[src/hdl/btc_pkg.sv]
// ============================================================================
// btc_pkg
// Shared types and constants for the block transposition cipher unit.
// ============================================================================
`default_nettype none

package btc_pkg;

    localparam int unsigned BLOCK_LEN   = 5;      // bytes per block (2..8)
    localparam int unsigned KEY_REGS    = 5;      // key positions with a register
    localparam int unsigned KEY_W       = 3;      // width of one key position
    localparam int unsigned CFG_IDX_W   = 3;      // register index width
    localparam int unsigned CFG_DATA_W  = 3;      // register data width
    localparam int unsigned QUEUE_DEPTH = 2;      // blocks between front and back

    localparam logic [7:0] PAD_BYTE = 8'h7A;      // 'z'

    // register indexes
    localparam logic [CFG_IDX_W-1:0] REG_DECRYPT_MODE = 3'd0;
    localparam logic [CFG_IDX_W-1:0] REG_KEY_POS0     = 3'd1;

    // queue status seen by the front and back parts
    typedef struct packed {
        logic full;
        logic empty;
    } q_status_t;

endpackage

`default_nettype wire

[src/hdl/btc_if.sv]
// ============================================================================
// btc_if
// Handshake channels of the cipher unit: message word in, cipher word out,
// register writes.
// ============================================================================
`default_nettype none

interface btc_msg_if;
    logic       valid;
    logic       ready;
    logic [7:0] data_byte;
    logic       final_byte;

    modport source (output valid, data_byte, final_byte, input ready);
    modport sink   (input valid, data_byte, final_byte, output ready);
endinterface

interface btc_cipher_if;
    logic       valid;
    logic       ready;
    logic [7:0] out_byte;
    logic       block_end;
    logic       message_end;

    modport source (output valid, out_byte, block_end, message_end, input ready);
    modport sink   (input valid, out_byte, block_end, message_end, output ready);
endinterface

interface btc_cfg_if;
    logic                             valid;
    logic                             ready;
    logic [btc_pkg::CFG_IDX_W-1:0]    index;
    logic [btc_pkg::CFG_DATA_W-1:0]   data;

    modport source (output valid, index, data, input ready);
    modport sink   (input valid, index, data, output ready);
endinterface

`default_nettype wire

[src/hdl/btc_front.sv]
// ============================================================================
// btc_front
// Collects message words into a block, pads a short final block with 'z'
// and pushes the finished block into the queue.
// ============================================================================
`default_nettype none

module btc_front #(
    parameter int unsigned BLOCK_LEN = btc_pkg::BLOCK_LEN
) (
    input  wire logic                      clk,
    input  wire logic                      rst_n,
    btc_msg_if.sink                        msg,
    input  wire btc_pkg::q_status_t        q_status,
    output logic                           push,
    output logic [BLOCK_LEN*8:0]           push_data
);

    localparam int unsigned FILL_W = $clog2(BLOCK_LEN);

    logic [FILL_W-1:0]          fill_reg, fill_next;
    logic [BLOCK_LEN-1:0][7:0]  block_reg, block_next;
    logic                       ready_int;
    logic                       accept;
    logic                       complete;

    assign ready_int = !q_status.full;
    assign msg.ready = ready_int;
    assign accept    = msg.valid && ready_int;
    assign complete  = (fill_reg == FILL_W'(BLOCK_LEN - 1)) || msg.final_byte;

    // new word at the fill slot; on a final word every later slot is padded
    always_comb
    begin
        for (int i = 0; i < BLOCK_LEN; i++)
        begin
            if (FILL_W'(i) == fill_reg)
                block_next[i] = msg.data_byte;
            else if (msg.final_byte && (FILL_W'(i) > fill_reg))
                block_next[i] = btc_pkg::PAD_BYTE;
            else
                block_next[i] = block_reg[i];
        end
    end

    always_comb
    begin
        fill_next = fill_reg;
        if (accept)
            fill_next = complete ? '0 : fill_reg + 1'b1;
    end

    assign push      = accept && complete;
    assign push_data = {msg.final_byte, block_next};

    always_ff @(posedge clk or negedge rst_n)
    begin
        if (!rst_n)
            fill_reg <= '0;
        else
            fill_reg <= fill_next;
    end

    always_ff @(posedge clk)
    begin
        if (accept)
            block_reg <= block_next;
    end

endmodule

`default_nettype wire

[src/hdl/btc_queue.sv]
// ============================================================================
// btc_queue
// Short block queue between the front and back parts.
// ============================================================================
`default_nettype none

module btc_queue #(
    parameter int unsigned WIDTH = btc_pkg::BLOCK_LEN * 8 + 1,
    parameter int unsigned DEPTH = btc_pkg::QUEUE_DEPTH
) (
    input  wire logic               clk,
    input  wire logic               rst_n,
    input  wire logic               push,
    input  wire logic [WIDTH-1:0]   push_data,
    input  wire logic               pop,
    output logic [WIDTH-1:0]        head_data,
    output btc_pkg::q_status_t      status
);

    localparam int unsigned PTR_W = (DEPTH > 1) ? $clog2(DEPTH) : 1;
    localparam int unsigned CNT_W = $clog2(DEPTH + 1);

    logic [WIDTH-1:0]  entry_reg [DEPTH];
    logic [PTR_W-1:0]  wr_ptr_reg, wr_ptr_next;
    logic [PTR_W-1:0]  rd_ptr_reg, rd_ptr_next;
    logic [CNT_W-1:0]  count_reg, count_next;

    assign status.full  = (count_reg == CNT_W'(DEPTH));
    assign status.empty = (count_reg == '0);
    assign head_data    = entry_reg[rd_ptr_reg];

    always_comb
    begin
        wr_ptr_next = wr_ptr_reg;
        rd_ptr_next = rd_ptr_reg;
        count_next  = count_reg;
        if (push)
            wr_ptr_next = (wr_ptr_reg == PTR_W'(DEPTH - 1)) ? '0 : wr_ptr_reg + 1'b1;
        if (pop)
            rd_ptr_next = (rd_ptr_reg == PTR_W'(DEPTH - 1)) ? '0 : rd_ptr_reg + 1'b1;
        if (push && !pop)
            count_next = count_reg + 1'b1;
        else if (pop && !push)
            count_next = count_reg - 1'b1;
    end

    always_ff @(posedge clk or negedge rst_n)
    begin
        if (!rst_n)
        begin
            wr_ptr_reg <= '0;
            rd_ptr_reg <= '0;
            count_reg  <= '0;
        end
        else
        begin
            wr_ptr_reg <= wr_ptr_next;
            rd_ptr_reg <= rd_ptr_next;
            count_reg  <= count_next;
        end
    end

    always_ff @(posedge clk)
    begin
        if (push)
            entry_reg[wr_ptr_reg] <= push_data;
    end

    a_no_overflow: assert property (@(posedge clk) disable iff (!rst_n)
        push |-> !status.full)
        else $error("block pushed into full queue");

    a_count_range: assert property (@(posedge clk) disable iff (!rst_n)
        count_reg <= CNT_W'(DEPTH))
        else $error("queue count out of range");

    a_count_drop: assert property (@(posedge clk) disable iff (!rst_n)
        (pop && !push) |=> count_reg == $past(count_reg) - 1'b1)
        else $error("queue count did not drop on pop");

endmodule

`default_nettype wire

[src/hdl/btc_back.sv]
// ============================================================================
// btc_back
// Drains the head block one permuted word per cycle, while the receiver is ready, into the output register.
// ============================================================================
`default_nettype none

module btc_back #(
    parameter int unsigned BLOCK_LEN = btc_pkg::BLOCK_LEN
) (
    input  wire logic                                        clk,
    input  wire logic                                        rst_n,
    input  wire logic                                        decrypt_mode,
    input  wire logic [BLOCK_LEN-1:0][btc_pkg::KEY_W-1:0]    key_vec,
    input  wire logic [BLOCK_LEN*8:0]                        head_data,
    input  wire btc_pkg::q_status_t                          q_status,
    output logic                                             pop,
    btc_cipher_if.source                                     cipher
);

    localparam int unsigned IDX_W = $clog2(BLOCK_LEN);
    localparam int unsigned KW    = btc_pkg::KEY_W;
    localparam logic [KW:0] LEN_X = (KW + 1)'(BLOCK_LEN);

    logic [BLOCK_LEN-1:0][7:0]    head_bytes;
    logic                         head_final;
    logic [BLOCK_LEN-1:0][KW-1:0] src;
    logic [BLOCK_LEN-1:0]         src_oob;
    logic [KW-1:0]                sel_key;
    logic                         sel_oob;
    logic [7:0]                   sel_byte;
    logic                         last;
    logic                         load;

    logic [IDX_W-1:0] pos_reg, pos_next;
    logic             out_valid_reg, out_valid_next;
    logic [7:0]       out_byte_reg;
    logic             block_end_reg;
    logic             message_end_reg;

    assign head_final = head_data[BLOCK_LEN*8];
    assign head_bytes = head_data[BLOCK_LEN*8-1:0];

    // source position per output slot; inverse keeps the last match, else 0
    always_comb
    begin
        for (int j = 0; j < BLOCK_LEN; j++)
        begin
            if (decrypt_mode)
            begin
                src[j]     = '0;
                src_oob[j] = 1'b0;
                for (int i = 0; i < BLOCK_LEN; i++)
                begin
                    if (key_vec[i] == KW'(j))
                        src[j] = KW'(i);
                end
            end
            else
            begin
                src[j]     = key_vec[j];
                src_oob[j] = ({1'b0, key_vec[j]} >= LEN_X);
            end
        end
    end

    assign sel_key  = src[pos_reg];
    assign sel_oob  = src_oob[pos_reg];
    assign sel_byte = sel_oob ? btc_pkg::PAD_BYTE : head_bytes[sel_key[IDX_W-1:0]];

    assign last = (pos_reg == IDX_W'(BLOCK_LEN - 1));
    assign load = (!out_valid_reg || cipher.ready) && !q_status.empty;
    assign pop  = load && last;

    always_comb
    begin
        pos_next       = pos_reg;
        out_valid_next = out_valid_reg;
        if (!out_valid_reg || cipher.ready)
            out_valid_next = !q_status.empty;
        if (load)
            pos_next = last ? '0 : pos_reg + 1'b1;
    end

    always_ff @(posedge clk or negedge rst_n)
    begin
        if (!rst_n)
        begin
            pos_reg       <= '0;
            out_valid_reg <= 1'b0;
        end
        else
        begin
            pos_reg       <= pos_next;
            out_valid_reg <= out_valid_next;
        end
    end

    always_ff @(posedge clk)
    begin
        if (load)
        begin
            out_byte_reg    <= sel_byte;
            block_end_reg   <= last;
            message_end_reg <= last && head_final;
        end
    end

    assign cipher.valid       = out_valid_reg;
    assign cipher.out_byte    = out_byte_reg;
    assign cipher.block_end   = block_end_reg;
    assign cipher.message_end = message_end_reg;

    a_pop_has_block: assert property (@(posedge clk) disable iff (!rst_n)
        pop |-> !q_status.empty)
        else $error("pop from empty queue");

    a_mid_block_held: assert property (@(posedge clk) disable iff (!rst_n)
        (pos_reg != '0) |-> !q_status.empty)
        else $error("block left queue before it was drained");

    a_msg_end_on_block_end: assert property (@(posedge clk) disable iff (!rst_n)
        (out_valid_reg && message_end_reg) |-> block_end_reg)
        else $error("message end away from block end");

endmodule

`default_nettype wire

[src/hdl/block_transposition_cipher_unit.sv]
// ============================================================================
// block_transposition_cipher_unit
// Block transposition cipher: words are grouped into blocks, a short final
// block is padded with 'z', and each block leaves permuted by the key.
// ============================================================================
// Throughput: one message word accepted per cycle while the queue has room;
//   BLOCK_LEN cipher words per block, one per cycle while the receiver is ready.
// Path: the word that completes a block pushes it into the queue; once at the
//   head, its first word loads into the single output register when that is free.
// Reset: fill count, queue and output valid clear; encrypt mode, identity key.
// ============================================================================
`default_nettype none

module block_transposition_cipher_unit #(
    parameter int unsigned BLOCK_LEN = btc_pkg::BLOCK_LEN
) (
    input  wire logic      clk,
    input  wire logic      rst_n,
    btc_msg_if.sink        msg,
    btc_cipher_if.source   cipher,
    btc_cfg_if.sink        cfg
);

    localparam int unsigned KW   = btc_pkg::KEY_W;
    localparam int unsigned QW   = BLOCK_LEN * 8 + 1;   // block bytes plus final flag
    localparam int unsigned NREG = btc_pkg::KEY_REGS;

    // configuration registers
    logic                         decrypt_mode_reg;
    logic [KW-1:0]                key_pos_reg [NREG];
    logic [BLOCK_LEN-1:0][KW-1:0] key_vec;
    logic                         cfg_write;

    // front/back link
    logic                         push;
    logic [QW-1:0]                push_data;
    logic                         pop;
    logic [QW-1:0]                head_data;
    btc_pkg::q_status_t           q_status;

    // register writes are always taken; unknown indexes drop out
    assign cfg.ready = 1'b1;
    assign cfg_write = cfg.valid;

    always_ff @(posedge clk or negedge rst_n)
    begin
        if (!rst_n)
        begin
            decrypt_mode_reg <= 1'b0;
            for (int k = 0; k < NREG; k++)
                key_pos_reg[k] <= KW'(k);
        end
        else if (cfg_write)
        begin
            if (cfg.index == btc_pkg::REG_DECRYPT_MODE)
                decrypt_mode_reg <= cfg.data[0];
            for (int k = 0; k < NREG; k++)
            begin
                if (cfg.index == btc_pkg::REG_KEY_POS0 + btc_pkg::CFG_IDX_W'(k))
                    key_pos_reg[k] <= cfg.data;
            end
        end
    end

    // positions past the key registers stay at identity
    for (genvar g = 0; g < BLOCK_LEN; g++)
    begin : g_key
        if (g < NREG)
        begin : g_reg
            assign key_vec[g] = key_pos_reg[g];
        end
        else
        begin : g_ident
            assign key_vec[g] = KW'(g);
        end
    end

    // front: gathers words and pads, pushes whole blocks
    btc_front #(
        .BLOCK_LEN (BLOCK_LEN)
    ) u_front (
        .clk       (clk),
        .rst_n     (rst_n),
        .msg       (msg),
        .q_status  (q_status),
        .push      (push),
        .push_data (push_data)
    );

    // two blocks of slack so a block fills while the previous one drains
    btc_queue #(
        .WIDTH (QW),
        .DEPTH (btc_pkg::QUEUE_DEPTH)
    ) u_queue (
        .clk       (clk),
        .rst_n     (rst_n),
        .push      (push),
        .push_data (push_data),
        .pop       (pop),
        .head_data (head_data),
        .status    (q_status)
    );

    // back: permutes the head block out, one word per cycle while the receiver is ready
    btc_back #(
        .BLOCK_LEN (BLOCK_LEN)
    ) u_back (
        .clk          (clk),
        .rst_n        (rst_n),
        .decrypt_mode (decrypt_mode_reg),
        .key_vec      (key_vec),
        .head_data    (head_data),
        .q_status     (q_status),
        .pop          (pop),
        .cipher       (cipher)
    );

endmodule

`default_nettype wire

[src/flat_wrapper.sv]
// flat-port wrapper written by rule: the top's interface ports become plain ports
module block_transposition_cipher_unit_flat 
#(
    parameter int unsigned BLOCK_LEN = btc_pkg::BLOCK_LEN
)
  (clk, rst_n, msg_valid, msg_data_byte, msg_final_byte, msg_ready, cipher_valid, cipher_out_byte, cipher_block_end, cipher_message_end, cipher_ready, cfg_valid, cfg_index, cfg_data, cfg_ready);
  btc_msg_if msg_i ();
  btc_cipher_if cipher_i ();
  btc_cfg_if cfg_i ();
  input  wire logic clk;
  input  wire logic rst_n;
  input wire logic [$bits(msg_i.valid)-1:0] msg_valid;
  input wire logic [$bits(msg_i.data_byte)-1:0] msg_data_byte;
  input wire logic [$bits(msg_i.final_byte)-1:0] msg_final_byte;
  output wire logic [$bits(msg_i.ready)-1:0] msg_ready;
  output wire logic [$bits(cipher_i.valid)-1:0] cipher_valid;
  output wire logic [$bits(cipher_i.out_byte)-1:0] cipher_out_byte;
  output wire logic [$bits(cipher_i.block_end)-1:0] cipher_block_end;
  output wire logic [$bits(cipher_i.message_end)-1:0] cipher_message_end;
  input wire logic [$bits(cipher_i.ready)-1:0] cipher_ready;
  input wire logic [$bits(cfg_i.valid)-1:0] cfg_valid;
  input wire logic [$bits(cfg_i.index)-1:0] cfg_index;
  input wire logic [$bits(cfg_i.data)-1:0] cfg_data;
  output wire logic [$bits(cfg_i.ready)-1:0] cfg_ready;
  assign msg_i.valid = msg_valid;
  assign msg_i.data_byte = msg_data_byte;
  assign msg_i.final_byte = msg_final_byte;
  assign msg_ready = msg_i.ready;
  assign cipher_valid = cipher_i.valid;
  assign cipher_out_byte = cipher_i.out_byte;
  assign cipher_block_end = cipher_i.block_end;
  assign cipher_message_end = cipher_i.message_end;
  assign cipher_i.ready = cipher_ready;
  assign cfg_i.valid = cfg_valid;
  assign cfg_i.index = cfg_index;
  assign cfg_i.data = cfg_data;
  assign cfg_ready = cfg_i.ready;
  block_transposition_cipher_unit #(.BLOCK_LEN(BLOCK_LEN)) u_core (.clk(clk), .rst_n(rst_n), .msg(msg_i), .cipher(cipher_i), .cfg(cfg_i));
endmodule
[config.mk]
export PLATFORM = sky130hd
export DESIGN_NAME = block_transposition_cipher_unit_flat
export DESIGN_NICKNAME = d
export VERILOG_FILES = /design/src/hdl/btc_pkg.sv /design/src/hdl/btc_if.sv /design/src/hdl/btc_front.sv /design/src/hdl/btc_queue.sv /design/src/hdl/btc_back.sv /design/src/hdl/block_transposition_cipher_unit.sv /design/src/flat_wrapper.sv
export SDC_FILE = /design/constraint.sdc
export NUM_CORES = 1
export LEC_CHECK = 0
export BUFFER_PORTS_ARGS = -buffer_cell sky130_fd_sc_hd__clkbuf_2
export CAP_MARGIN = 20
export CORE_MARGIN = 3
export CORE_UTILIZATION = 40
export DETAILED_ROUTE_END_ITERATION = 8
export GPL_TIMING_DRIVEN = 0
export PLACE_DENSITY = 0.63
export SYNTH_ARGS = -nofsm -noshare
export SYNTH_HDL_FRONTEND = slang
export SYNTH_SLANG_ARGS = --single-unit
[constraint.sdc]
create_clock -name clk -period 4.29 [get_ports clk]
set_input_delay 0.2145 -clock clk [delete_from_list [all_inputs] [get_ports clk]]
set_output_delay 0.2145 -clock clk [all_outputs]
set_load 0.05 [all_outputs]
==> flow_summary.json <==
{
  "largest_reg_flops": 82,
  "chipHeight_um": 143,
  "ys_types": 72,
  "powerDensity_nw_per_um2": 774,
  "cts.sinks": 159,
  "power.switching_w": 0.00256,
  "synth_common_cells": "132 x edfxtp_1, 46 x nand2_1, 39 x nor2_1, 22 x dfrtp_1, 22 x o21ai_0",
  "syn-num-nets": 573,
  "r2r_setup_slack_ps": 1220,
  "hold_class": "primary input to register",
  "area_growth_syn_to_layout_pct": 15.6,
  "cts_tree": "yes",
  "internal_power_w": 0.00413,
  "crit_type": "register to register",
  "pwr-share-seq_pct": 37.8,
  "drc_errors": 0,
  "gp_congestion": 0.891,
  "dp_cells": 810,
  "synth_edf_count": 132,
  "peakVddDrop_uv": 350,
  "cap_violations": 0,
  "htree_levels": 4,
  "worstPathRequired_ps": 4410,
  "drive_above_1_share_pct": 20.7,
  "synth_area_leaders": "edfxtp_1 53%, dfrtp_1 7.4%, mux2_2 2.9%, mux2i_1 2.4%, o22a_1 2.3%",
  "crit_slowest_cell": "o211ai_1",
  "drtIter0Drc": 370,
  "first_global_vias": 5049,
  "diodes": 0,
  "ios": 33,
  "cp_cell_sequence": "buf_6, clkbuf_1, nor2_1, a211oi_1, a21oi_1, o211ai_1, mux4_2, nand2_1, o311ai_1",
  "final_cells": 844,
  "ys_warn_count": 0,
  "synth_most_common_cell": "edfxtp_1",
  "die_area_um2": 20400,
  "grt_pass1_wl_mm": 27.8,
  "cts_resized": 0,
  "post-cts-setup-buffers": 0,
  "vias": 4884,
  "timing.final.crit_period_ps": 3070,
  "die_w_um": 143,
  "whs_ps": 58.7,
  "yosys_register_bits": 159,
  "p_leak_nw": 3.04,
  "cts_hold_buf": 2,
  "antenna_found_initial": 0,
  "skew_ps": 6.42,
  "clk_path_buf_depth": 2,
  "cts.clk_slew.worst_paths_ps": 70,
  "fin_tns_setup_ps": 0,
  "async_flop_share_pct": 17.0,
  "status": "completed",
  "fmaxAchievable_mhz": 326,
  "setup_violations": 0,
  "grt_usage_pct": 17.7,
  "post_dp_cell_area_um2": 8000,
  "via_per_inst": 5.79,
  "cts_buffers": 17,
  "synth_area_um2": 7470,
  "cp-end-kind": "register",
  "synth_top_area_share_pct": 53.1,
  "slew_headroom_pct": 34.2,
  "fin_crit_sh_pct": 71.5,
  "fill_cells": 1586,
  "final_max_slew_viol_count": 0,
  "syn_inst": 547,
  "synth_area_per_cell_um2": 13.7,
  "port_buffers": 31,
  "slowest_delay_ps": 780,
  "clock-root-buffer": "clkbuf_16",
  "hpwl_mm": 12.2,
  "hold_violations": 0,
  "path_max_fanout": 10,
  "drtPass1Iterations": 5,
  "drtAntennaViolNets": 0,
  "design_area_um2": 8640,
  "grt_max_degree": 43,
  "fin_nets": 628,
  "critPathArrivalTime_ps": 3190,
  "start_util_pct": 41.2,
  "clock_latency_ps": 420,
  "p_clk_share_pct": 23.2,
  "utilization_pct": 47.6,
  "wire_per_inst_um": 20.5,
  "startpoint_type": "register",
  "grt-ovfl-total": 0,
  "rows": 49,
  "ys_seq_area_share_pct": 62.2,
  "rsz0062_at_grt": "no",
  "comb_power_share_pct": 39.0,
  "yosysTopAreaCell": "edfxtp_1",
  "p_sw_share_pct": 38.3,
  "synth_flop_cell": "edfxtp_1",
  "coreArea_um2": 18100,
  "wirelength_mm": 17.3,
  "tightest_slew_ps": 983
}
[metrics by stage]
stage	total power [W]	worst slack (ps)
after detailed placement	0.00516	1230
after global placement	0.00506	-239
after floorplan	0.00438	991
after CTS	0.00673	1220
final	0.00669	1220
after global routing	0.00707	1040
[per-layer routing]
layer / global-route usage [%] / up-vias / part of all wire, %
met4: 6.25 / 0 / 2.1
met5: 0 / - / 0
li1: - / 2271 / -
met3: 4.52 / 29 / 5.7
met2: 29.4 / 153 / 50
met1: 22.7 / 2431 / 42
[cells by family (layout without fill, tap and decap cells)]
group | Yosys count | in the layout | share of synthesized area, %
buffers and inverters | 36 | 104 | 2.36
AND/OR/NAND/NOR | 161 | 161 | 11.0
adder cells (fa/ha/maj) | 6 | 6 | 1.00
AO/OA/AOI/OAI | 128 | 128 | 13.6
multiplexers | 50 | 50 | 9.05
flip-flops | 159 | 159 | 62.2
XOR/XNOR | 6 | 6 | 0.704
other | 1 | 1 | 0.0502
[critical path, delay by kind of cell (launching register included)]
kind	cells	cell delay, ps
flip-flops	1	340
multiplexers	1	460
buffers and inverters	2	530
AO/OA/AOI/OAI	4	1230
AND/OR/NAND/NOR	2	200
[final timing paths]
kind                                       startpoint                                to  cells after the start
hold reg to reg            u_core.u_back.cipher.valid        u_core.u_back.cipher.valid                      2
setup / recovery              u_core.decrypt_mode_reg  u_core.u_back.cipher.out_byte[7]                      9
hold / removal                           cipher_ready        u_core.u_back.cipher.valid                      3
min in group asynchronous                       rst_n       u_core.u_queue.count_reg[0]                      2
setup reg to reg              u_core.decrypt_mode_reg  u_core.u_back.cipher.out_byte[7]                      9
max in group asynchronous                       rst_n             u_core.key_pos_reg[6]                      2
[cells in the final DEF (no fill, tap or decap), types with 6 or more instances in the layout]
cell	n
mux2_2	19
nor2_1	39
edfxtp_1	132
mux2i_1	18
dfrtp_1	22
nor3b_1	7
mux4_2	7
nand2b_1	14
clkbuf_1	14
a21oi_1	16
nand2_1	46
nor3_1	8
a22o_1	12
buf_2	6
clkbuf_2	31
o21ai_0	22
clkbuf_16	17
o22a_1	20
or3_1	9
inv_1	7
ha_1	6
o2111ai_1	10
[power groups by stage]
stage	logic, W	registers, W	clock network, W
2_1_floorplan	0.00171	0.00268	0
3_3_place_gp	0.00250	0.00256	0
3_5_place_dp	0.00261	0.00255	0
4_1_cts	0.00262	0.00253	0.00158
5_1_grt	0.00286	0.00257	0.00164
6_report	0.00261	0.00253	0.00155
[layout make-up]
cell class              count  area, µm²  area share [%]
repair buffers             36        250            2.90
clock inverters            15        193            2.23
plain buffers              26        139            1.61
clock buffers              17        425            4.93
inverters                  10       37.5           0.435
flip-flops and latches    159       4650            53.8
well taps                 229        287            3.32
multi-input cells         352       2660            30.8
No activity file was read; power rests on OpenSTA's default activity.
